## src/sv/compacting_id_allowlist_top_assert.svh

```systemverilog
// ----------------------------------------------------------------------------
// assertion macros for the card allowlist
// shared helpers so every checked module writes properties the same way
// ----------------------------------------------------------------------------
`ifndef COMPACTING_ID_ALLOWLIST_TOP_ASSERT_SVH
`define COMPACTING_ID_ALLOWLIST_TOP_ASSERT_SVH

// same-cycle implication, disabled while reset is low
`define CIA_ASSERT_NOW(label, clk, rst_n, ante, cons) \
    label: assert property (@(posedge clk) disable iff (!rst_n) (ante) |-> (cons)) \
        else $error("allowlist check failed");

// next-cycle implication, disabled while reset is low
`define CIA_ASSERT_NEXT(label, clk, rst_n, ante, cons) \
    label: assert property (@(posedge clk) disable iff (!rst_n) (ante) |=> (cons)) \
        else $error("allowlist check failed");

`endif

```

## src/sv/cia_pkg.sv

```systemverilog
// ----------------------------------------------------------------------------
// cia_pkg
// types, codes and sizes shared by the card allowlist modules
// ----------------------------------------------------------------------------
package cia_pkg;

    localparam int MAX_ENTRIES = 16;
    localparam int CNT_W       = $clog2(MAX_ENTRIES + 1);
    // neighbor of the head cell; a one-entry ring wraps onto itself
    localparam int NEXT_IDX    = (MAX_ENTRIES > 1) ? 1 : 0;

    localparam int KIND_W   = 2;
    localparam int ID_W     = 32;
    localparam int TYPE_W   = 8;
    localparam int STATUS_W = 3;
    localparam int COUNT_W  = 5;

    localparam logic [ID_W-1:0] ID_NONE     = '0;
    localparam logic [ID_W-1:0] ID_ALL_ONES = '1;

    typedef enum logic [KIND_W-1:0] {
        KIND_ADD    = 2'd0,
        KIND_REMOVE = 2'd1,
        KIND_READ   = 2'd2,
        KIND_UNUSED = 2'd3
    } t_kind;

    typedef enum logic [STATUS_W-1:0] {
        STAT_OK        = 3'd0,
        STAT_FULL      = 3'd1,
        STAT_PRESENT   = 3'd2,
        STAT_INVALID   = 3'd3,
        STAT_NOT_FOUND = 3'd4
    } t_status;

    typedef struct packed {
        logic [ID_W-1:0]   card_id;
        logic [TYPE_W-1:0] card_type;
    } t_rec;

    typedef struct packed {
        t_kind kind;
        t_rec  rec;
    } t_req;

    typedef struct packed {
        t_status            status;
        logic               entry_valid;
        t_rec               rec;
        logic [COUNT_W-1:0] entry_count;
        logic               last;
    } t_res;

endpackage

```

## src/sv/cia_if.sv

```systemverilog
// ----------------------------------------------------------------------------
// cia_if
// valid/ready channels for command beats in and result beats out
// ----------------------------------------------------------------------------
interface cia_in_if import cia_pkg::*; ();
    logic              valid;
    logic              ready;
    logic [KIND_W-1:0] kind;
    logic [ID_W-1:0]   card_id;
    logic [TYPE_W-1:0] card_type;

    modport source (output valid, output kind, output card_id, output card_type,
                    input ready);
    modport sink   (input valid, input kind, input card_id, input card_type,
                    output ready);
endinterface

interface cia_out_if import cia_pkg::*; ();
    logic                valid;
    logic                ready;
    logic [STATUS_W-1:0] status;
    logic                entry_valid;
    logic [ID_W-1:0]     entry_id;
    logic [TYPE_W-1:0]   entry_type;
    logic [COUNT_W-1:0]  entry_count;
    logic                last;

    modport source (output valid, output status, output entry_valid, output entry_id,
                    output entry_type, output entry_count, output last,
                    input ready);
    modport sink   (input valid, input status, input entry_valid, input entry_id,
                    input entry_type, input entry_count, input last,
                    output ready);
endinterface

```

## src/sv/compacting_id_allowlist_top.sv

```systemverilog
// ----------------------------------------------------------------------------
// compacting_id_allowlist_top
// card allowlist kept in a ring of record cells, compacted on remove
// ----------------------------------------------------------------------------
//  channel  dir  beat contents
//  i_in     in   kind, card_id, card_type
//  o_out    out  status, entry_valid, entry_id, entry_type, entry_count, last
//
//  each accepted command runs one pass of MAX_ENTRIES ring shifts, one per
//  cycle unless a waiting result beat stalls it; ready is low until the pass ends
//  the pass length is set by the ring: every record goes once past the head cell
//  a result beat waiting in the output register stalls the ring only when the
//  next step also has a beat to give; kind 3 is taken and dropped at once
//  synchronous active-low reset empties the list; the cells themselves are not reset
// ----------------------------------------------------------------------------
module compacting_id_allowlist_top import cia_pkg::*; (
    input  logic      i_clk,
    input  logic      i_rst_n,
    cia_in_if.sink    i_in,
    cia_out_if.source o_out
);

    t_rec w_rec [MAX_ENTRIES];
    t_rec w_tail;
    logic w_shift;

    for (genvar g = 0; g < MAX_ENTRIES; g++) begin : g_ring
        t_rec w_feed;
        if (g == MAX_ENTRIES - 1) begin : g_tail
            assign w_feed = w_tail;
        end else begin : g_body
            assign w_feed = w_rec[g + 1];
        end
        cia_cell u_cell (
            .i_clk   (i_clk),
            .i_shift (w_shift),
            .i_rec   (w_feed),
            .o_rec   (w_rec[g])
        );
    end

    cia_ctrl u_ctrl (
        .i_clk   (i_clk),
        .i_rst_n (i_rst_n),
        .i_in    (i_in),
        .o_out   (o_out),
        .i_head  (w_rec[0]),
        .i_next  (w_rec[NEXT_IDX]),
        .o_tail  (w_tail),
        .o_shift (w_shift)
    );

endmodule

```

## src/sv/cia_cell.sv

```systemverilog
// ----------------------------------------------------------------------------
// cia_cell
// one slot of the record ring; takes its neighbor's record on each shift
// ----------------------------------------------------------------------------
module cia_cell import cia_pkg::*; (
    input  logic i_clk,
    input  logic i_shift,
    input  t_rec i_rec,
    output t_rec o_rec
);

    t_rec r_rec;

    always_ff @(posedge i_clk) begin
        if (i_shift) begin
            r_rec <= i_rec;
        end
    end

    assign o_rec = r_rec;

endmodule

```

## src/sv/cia_ctrl.sv

```systemverilog
// ----------------------------------------------------------------------------
// cia_ctrl
// pass sequencer: watches the head cell, picks what enters the tail,
// keeps the record count and drives the result register
// ----------------------------------------------------------------------------
`include "compacting_id_allowlist_top_assert.svh"

module cia_ctrl import cia_pkg::*; (
    input  logic      i_clk,
    input  logic      i_rst_n,
    cia_in_if.sink    i_in,
    cia_out_if.source o_out,
    input  t_rec      i_head,
    input  t_rec      i_next,
    output t_rec      o_tail,
    output logic      o_shift
);

    typedef enum logic [1:0] {
        ST_IDLE = 2'b01,
        ST_SCAN = 2'b10
    } t_state;

    t_state           r_state, n_state;
    t_req             r_req,   n_req;
    logic [CNT_W-1:0] r_step,  n_step;
    logic [CNT_W-1:0] r_count, n_count;
    logic             r_hit,   n_hit;
    t_res             r_out,   n_out;
    logic             r_out_valid, n_out_valid;

    logic             accept;
    logic             key_ok;
    logic             in_list;
    logic             key_hit;
    logic             hit_any;
    logic             last_step;
    logic             insert_now;
    logic             drop_now;
    logic             need_emit;
    logic             out_free;
    logic             adv;
    t_res             res;

    assign accept    = i_in.valid && i_in.ready;
    assign key_ok    = (r_req.rec.card_id != ID_NONE);
    // step s has logical entry s sitting in the head cell
    assign in_list   = (r_step < r_count);
    assign key_hit   = in_list && key_ok && (i_head.card_id == r_req.rec.card_id);
    assign hit_any   = r_hit || key_hit;
    assign last_step = (r_step == CNT_W'(MAX_ENTRIES - 1));
    assign out_free  = !r_out_valid || o_out.ready;

    // append happens when the ring slot at position count passes the tail
    assign insert_now = (r_req.kind == KIND_ADD) && (r_step == r_count) && key_ok
                        && !r_hit && (r_req.rec.card_id != ID_ALL_ONES);
    // from the matching step on, feed the tail from one cell ahead so later entries slide down
    assign drop_now   = (r_req.kind == KIND_REMOVE) && hit_any;

    always_comb begin
        if (insert_now) begin
            o_tail = r_req.rec;
        end else if (drop_now) begin
            o_tail = i_next;
        end else begin
            o_tail = i_head;
        end
    end

    always_comb begin
        res             = '0;
        res.status      = STAT_OK;
        res.entry_count = COUNT_W'(r_count);
        res.last        = 1'b1;
        n_count         = r_count;
        need_emit       = 1'b0;
        case (r_req.kind)
            KIND_ADD: begin
                need_emit = last_step;
                if (!key_ok) begin
                    res.status = STAT_INVALID;
                end else if (hit_any) begin
                    res.status = STAT_PRESENT;
                end else if (r_count >= CNT_W'(MAX_ENTRIES)) begin
                    res.status = STAT_FULL;
                end else if (r_req.rec.card_id != ID_ALL_ONES) begin
                    n_count = r_count + CNT_W'(1);
                end
                res.entry_count = COUNT_W'(n_count);
            end
            KIND_REMOVE: begin
                need_emit = last_step;
                if (!key_ok) begin
                    res.status = STAT_INVALID;
                end else if (!hit_any) begin
                    res.status = STAT_NOT_FOUND;
                end else begin
                    n_count = r_count - CNT_W'(1);
                end
                res.entry_count = COUNT_W'(n_count);
            end
            KIND_READ: begin
                // an empty list still gives one beat, marked not valid
                need_emit       = in_list || ((r_step == '0) && (r_count == '0));
                res.entry_valid = in_list;
                res.rec         = in_list ? i_head : '0;
                res.last        = ((r_step + CNT_W'(1)) == r_count) || (r_count == '0);
            end
            default: begin
                need_emit = 1'b0;
            end
        endcase
        if (!last_step) begin
            n_count = r_count;
        end
    end

    assign adv     = (r_state == ST_SCAN) && (!need_emit || out_free);
    assign o_shift = adv;

    always_comb begin
        n_state     = r_state;
        n_req       = r_req;
        n_step      = r_step;
        n_hit       = r_hit;
        n_out       = r_out;
        n_out_valid = r_out_valid && !o_out.ready;
        unique case (r_state)
            ST_IDLE: begin
                if (accept) begin
                    n_req.kind = t_kind'(i_in.kind);
                    n_req.rec  = '{card_id: i_in.card_id, card_type: i_in.card_type};
                    n_step     = '0;
                    n_hit      = 1'b0;
                    if (t_kind'(i_in.kind) != KIND_UNUSED) begin
                        n_state = ST_SCAN;
                    end
                end
            end
            ST_SCAN: begin
                if (adv) begin
                    n_step = r_step + CNT_W'(1);
                    n_hit  = hit_any;
                    if (need_emit) begin
                        n_out       = res;
                        n_out_valid = 1'b1;
                    end
                    if (last_step) begin
                        n_state = ST_IDLE;
                    end
                end
            end
            default: begin
                n_state = ST_IDLE;
            end
        endcase
    end

    always_ff @(posedge i_clk) begin
        if (!i_rst_n) begin
            r_state     <= ST_IDLE;
            r_count     <= '0;
            r_out_valid <= 1'b0;
            r_step      <= '0;
            r_hit       <= 1'b0;
        end else begin
            r_state     <= n_state;
            r_out_valid <= n_out_valid;
            r_step      <= n_step;
            r_hit       <= n_hit;
            if (adv) begin
                r_count <= n_count;
            end
        end
    end

    always_ff @(posedge i_clk) begin
        r_req <= n_req;
        r_out <= n_out;
    end

    assign i_in.ready        = (r_state == ST_IDLE);
    assign o_out.valid       = r_out_valid;
    assign o_out.status      = r_out.status;
    assign o_out.entry_valid = r_out.entry_valid;
    assign o_out.entry_id    = r_out.rec.card_id;
    assign o_out.entry_type  = r_out.rec.card_type;
    assign o_out.entry_count = r_out.entry_count;
    assign o_out.last        = r_out.last;

    `CIA_ASSERT_NOW(a_count_bound, i_clk, i_rst_n, 1'b1, r_count <= CNT_W'(MAX_ENTRIES))
    `CIA_ASSERT_NEXT(a_pass_ends, i_clk, i_rst_n, adv && last_step, r_state == ST_IDLE)
    `CIA_ASSERT_NEXT(a_count_at_end, i_clk, i_rst_n, !(adv && last_step), $stable(r_count))
    `CIA_ASSERT_NOW(a_no_emit_idle, i_clk, i_rst_n, r_state == ST_IDLE, !o_shift)

endmodule

```

## src/flat_wrapper.sv

```systemverilog
// flat-port wrapper written by rule: the top's interface ports become plain ports
module compacting_id_allowlist_top_flat import cia_pkg::*;
  (i_clk, i_rst_n, i_in_valid, i_in_kind, i_in_card_id, i_in_card_type, i_in_ready, o_out_valid, o_out_status, o_out_entry_valid, o_out_entry_id, o_out_entry_type, o_out_entry_count, o_out_last, o_out_ready);
  cia_in_if i_in_i ();
  cia_out_if o_out_i ();
  input  logic i_clk;
  input  logic i_rst_n;
  input wire logic [$bits(i_in_i.valid)-1:0] i_in_valid;
  input wire logic [$bits(i_in_i.kind)-1:0] i_in_kind;
  input wire logic [$bits(i_in_i.card_id)-1:0] i_in_card_id;
  input wire logic [$bits(i_in_i.card_type)-1:0] i_in_card_type;
  output wire logic [$bits(i_in_i.ready)-1:0] i_in_ready;
  output wire logic [$bits(o_out_i.valid)-1:0] o_out_valid;
  output wire logic [$bits(o_out_i.status)-1:0] o_out_status;
  output wire logic [$bits(o_out_i.entry_valid)-1:0] o_out_entry_valid;
  output wire logic [$bits(o_out_i.entry_id)-1:0] o_out_entry_id;
  output wire logic [$bits(o_out_i.entry_type)-1:0] o_out_entry_type;
  output wire logic [$bits(o_out_i.entry_count)-1:0] o_out_entry_count;
  output wire logic [$bits(o_out_i.last)-1:0] o_out_last;
  input wire logic [$bits(o_out_i.ready)-1:0] o_out_ready;
  assign i_in_i.valid = i_in_valid;
  assign i_in_i.kind = i_in_kind;
  assign i_in_i.card_id = i_in_card_id;
  assign i_in_i.card_type = i_in_card_type;
  assign i_in_ready = i_in_i.ready;
  assign o_out_valid = o_out_i.valid;
  assign o_out_status = o_out_i.status;
  assign o_out_entry_valid = o_out_i.entry_valid;
  assign o_out_entry_id = o_out_i.entry_id;
  assign o_out_entry_type = o_out_i.entry_type;
  assign o_out_entry_count = o_out_i.entry_count;
  assign o_out_last = o_out_i.last;
  assign o_out_i.ready = o_out_ready;
  compacting_id_allowlist_top u_core (.i_clk(i_clk), .i_rst_n(i_rst_n), .i_in(i_in_i), .o_out(o_out_i));
endmodule
```

## config.mk

```make
export PLATFORM = sky130hd
export DESIGN_NAME = compacting_id_allowlist_top_flat
export DESIGN_NICKNAME = d
export VERILOG_FILES = /design/src/sv/cia_pkg.sv /design/src/sv/cia_if.sv /design/src/sv/compacting_id_allowlist_top.sv /design/src/sv/cia_cell.sv /design/src/sv/cia_ctrl.sv /design/src/flat_wrapper.sv
export VERILOG_INCLUDE_DIRS = /design/src /design/src/sv
export SDC_FILE = /design/constraint.sdc
export NUM_CORES = 1
export LEC_CHECK = 0
export ABC_AREA = 1
export BUFFER_PORTS_ARGS = -buffer_cell sky130_fd_sc_hd__clkbuf_2
export CORE_MARGIN = 4
export CORE_UTILIZATION = 55
export DETAILED_ROUTE_END_ITERATION = 16
export PLACE_DENSITY = 0.87
export SLEW_MARGIN = 20
export SYNTH_ARGS = -nofsm -noshare
export SYNTH_HDL_FRONTEND = slang
export SYNTH_SLANG_ARGS = --single-unit
export TNS_END_PERCENT = 1
```

## constraint.sdc

```tcl
create_clock -name i_clk -period 14.8 [get_ports i_clk]
set_input_delay 0.74 -clock i_clk [delete_from_list [all_inputs] [get_ports i_clk]]
set_output_delay 0.74 -clock i_clk [all_outputs]
set_load 0.005 [all_outputs]
```

==> metrics.txt <==
Initial Util=0.5560; met1 WL=19360 um; routed vias/inst=5.500; CP Class=flop to flop; Met3 Wirelength=3378 um; input/output buffers=97; Pleak=0.009888 uW; Cell Rows=78; first-pass GRT wire length=68880 um; initial DRC count=1328; P&R area growth vs syn=13.51%; PwrDens=146.6 nW/um^2; synthesized cell area=25230 sq um; share of cells above drive strength 1=0.1509; Worst Tran Pin Value=1.067 ns; antenna-violating nets left=0; crit start category=flop; Post-synth EDFFs=732; H-tree depth=3; Final Skew=0.01863 ns; Final Max Slew Viols=0; Async SR Flop Fraction=0; Max-slew headroom=0.2886; Yosys reg bits=746; post-synth top area cell=edfxtp_1; CTS Hold Bufs=0; clock slew at reported path FFs=0.07 ns; drt wl/cell=21.08 um; RSZ-0062 raised after global routing=false; final count of hold timing violations=0; most common cell after layout, fill and taps aside=edfxtp_1; synthesized area per cell=18.72 sq um; Area contributors post-synth=edfxtp_1, nand2_1, inv_1, nor2_1, o211ai_1; core area=45380 sq um; number of remaining DRC errors=0; via count=11860; final setup fails=0; Overall Global Routing Usage=0.1818; I/O Pins=98; Final min period=5.621 ns; Max Root-Sink Buffers=3; post-synth top area share=0.8712; CP Data Required Time=15.00 ns; vias in the first global route=11590; Layout Cells excl Fill=2157; Antenna Cells=0; final instance area=28640 sq um; die span in y=222.2 um; wire length on met2=21310 um; DIE AREA=49360 sq um; CTS tree=yes; initial antenna violation count=1; CP arrival=5.82 ns; Root Driver=clkbuf_16; Placed Cells=2033; DPL Wire Length=25450 um; highest metal used=met5; DP Worst Slack=9.074 ns; total gr overflow=0; # resized after CTS=0; Synth Net Count=1405; Worst setup EP type=flop; final net count=1562; Max-cap violations=0; run status=finished clean; Post-CTS Setup Inserts=0; Distinct cells, synth=36; largest net degree at the start of global routing=151; sequential share of the synthesized area=0.8823; total negative slack=0 ns; Top FF cell, synth=edfxtp_1; VDD IR max=0.08075 mV; period utilization=0.3798; final setup margin=9.179 ns; Cells after Synth=1348; worst hold margin=0.3254 ns; GPL Wtd Cong=0.8382; TritonCTS Buffers=70; die extent in x=222.2 um; min-delay worst type=input pin to flop; Detailed Routing Iterations Pass 1=5; Yosys warning count=0; most frequent cells in the layout=edfxtp_1, nand2_1, inv_1, clkbuf_2, nor2_1; worst skew pair latency=0.59 ns; clock sink count=746; Max Fclk=177.9 MHz; Routed WL=45480 um; Placed Area=26410 sq um; Crit Path Max Fanout=150
state kept, by name (all words and copies together), names as in the netlist, 3 cells and up:
signal                           count
u_core.g_ring.u_cell.o_rec         640
u_core.u_ctrl.r_step                 5
u_core.u_ctrl.o_out.entry_type       8
u_core.u_ctrl.o_out.entry_id        32
u_core.u_ctrl.r_req                 42
u_core.u_ctrl.r_count                5
u_core.u_ctrl.o_out.status           3
u_core.u_ctrl.o_out.entry_count      5
worst max-delay path, cell delays in order (launching register included):
cell,delay [ns]
dfxtp_1,0.41
inv_1,0.18
ha_1,0.31
nand2_1,0.06
nor2_1,0.14
nand2_1,0.10
nand4_2,0.11
o211ai_2,0.10
nand2_1,0.08
nand2_1,0.16
inv_8,0.71
buf_4,0.89
buf_4,0.97
buf_4,0.92
layout make-up:
class,instances,area (sq um)
inverter,119,454.2
multi-input combinational,460,2376
tap,600,750.7
clock inverter,39,374.1
timing repair buffer,108,571.8
fill,2870,16740
sequential,746,22260
clock buffer,85,1851
report_power, final:
part,switching (uW),total (uW),internal [uW]
clock,741,1740,1000
combinational,75.0,103,27.8
sequential,19.2,2350,2330
logic make-up after synthesis:
logic type / after synthesis / synth area share
buffers and inverters: 142 / 0.02380
XOR/XNOR: 23 / 0.007984
AND/OR/NAND/NOR: 314 / 0.05242
flip-flops: 746 / 0.8823
AO/OA/AOI/OAI: 112 / 0.02802
adder cells (fa/ha/maj): 11 / 0.005455
final timing paths:
check / startpoint / end / slack (ns) / cells past startpoint
setup / recovery: u_core.u_ctrl.r_count[1] / u_core.g_ring[11].u_cell.o_rec[7] / 9.18 / 13
hold / removal: i_in_card_id[4] / u_core.u_ctrl.r_req[12] / 0.33 / 1
setup reg to reg: u_core.u_ctrl.r_count[1] / u_core.g_ring[11].u_cell.o_rec[7] / 9.18 / 13
hold reg to reg: u_core.g_ring[11].u_cell.o_rec[9] / u_core.g_ring[10].u_cell.o_rec[9] / 0.41 / 0
metal layers:
metal,vias up,GRT usage
li1,5262,-
met1,5899,0.2639
met2,596,0.2802
met3,104,0.03329
met4,2,0.07163
met5,-,0
stage by stage:
stage | utilization | power [uW]
after global placement | 0.5820 | 2492
after CTS | 0.6310 | 4235
after floorplan | - | 2471
final | 0.6311 | 4198
after global routing | 0.6311 | 4343
after detailed placement | 0.5820 | 2497
synth_stat cells, types with 2 or more instances:
cell type	count
buf_2	8
nand3_2	2
inv_1	112
clkbuf_1	4
xor2_1	3
edfxtp_1	732
inv_2	7
nand3_1	23
nand4_1	10
a21oi_1	12
dfxtp_1	14
buf_6	5
nand2_4	2
buf_4	5
nor2_4	2
xnor2_1	20
o211ai_1	40
nor3_1	4
o21ai_0	24
ha_1	11
nor4_1	2
nand2_1	166
nor2_2	5
o21ai_1	29
nor2_1	95
Power figures use the tool's default switching activity.
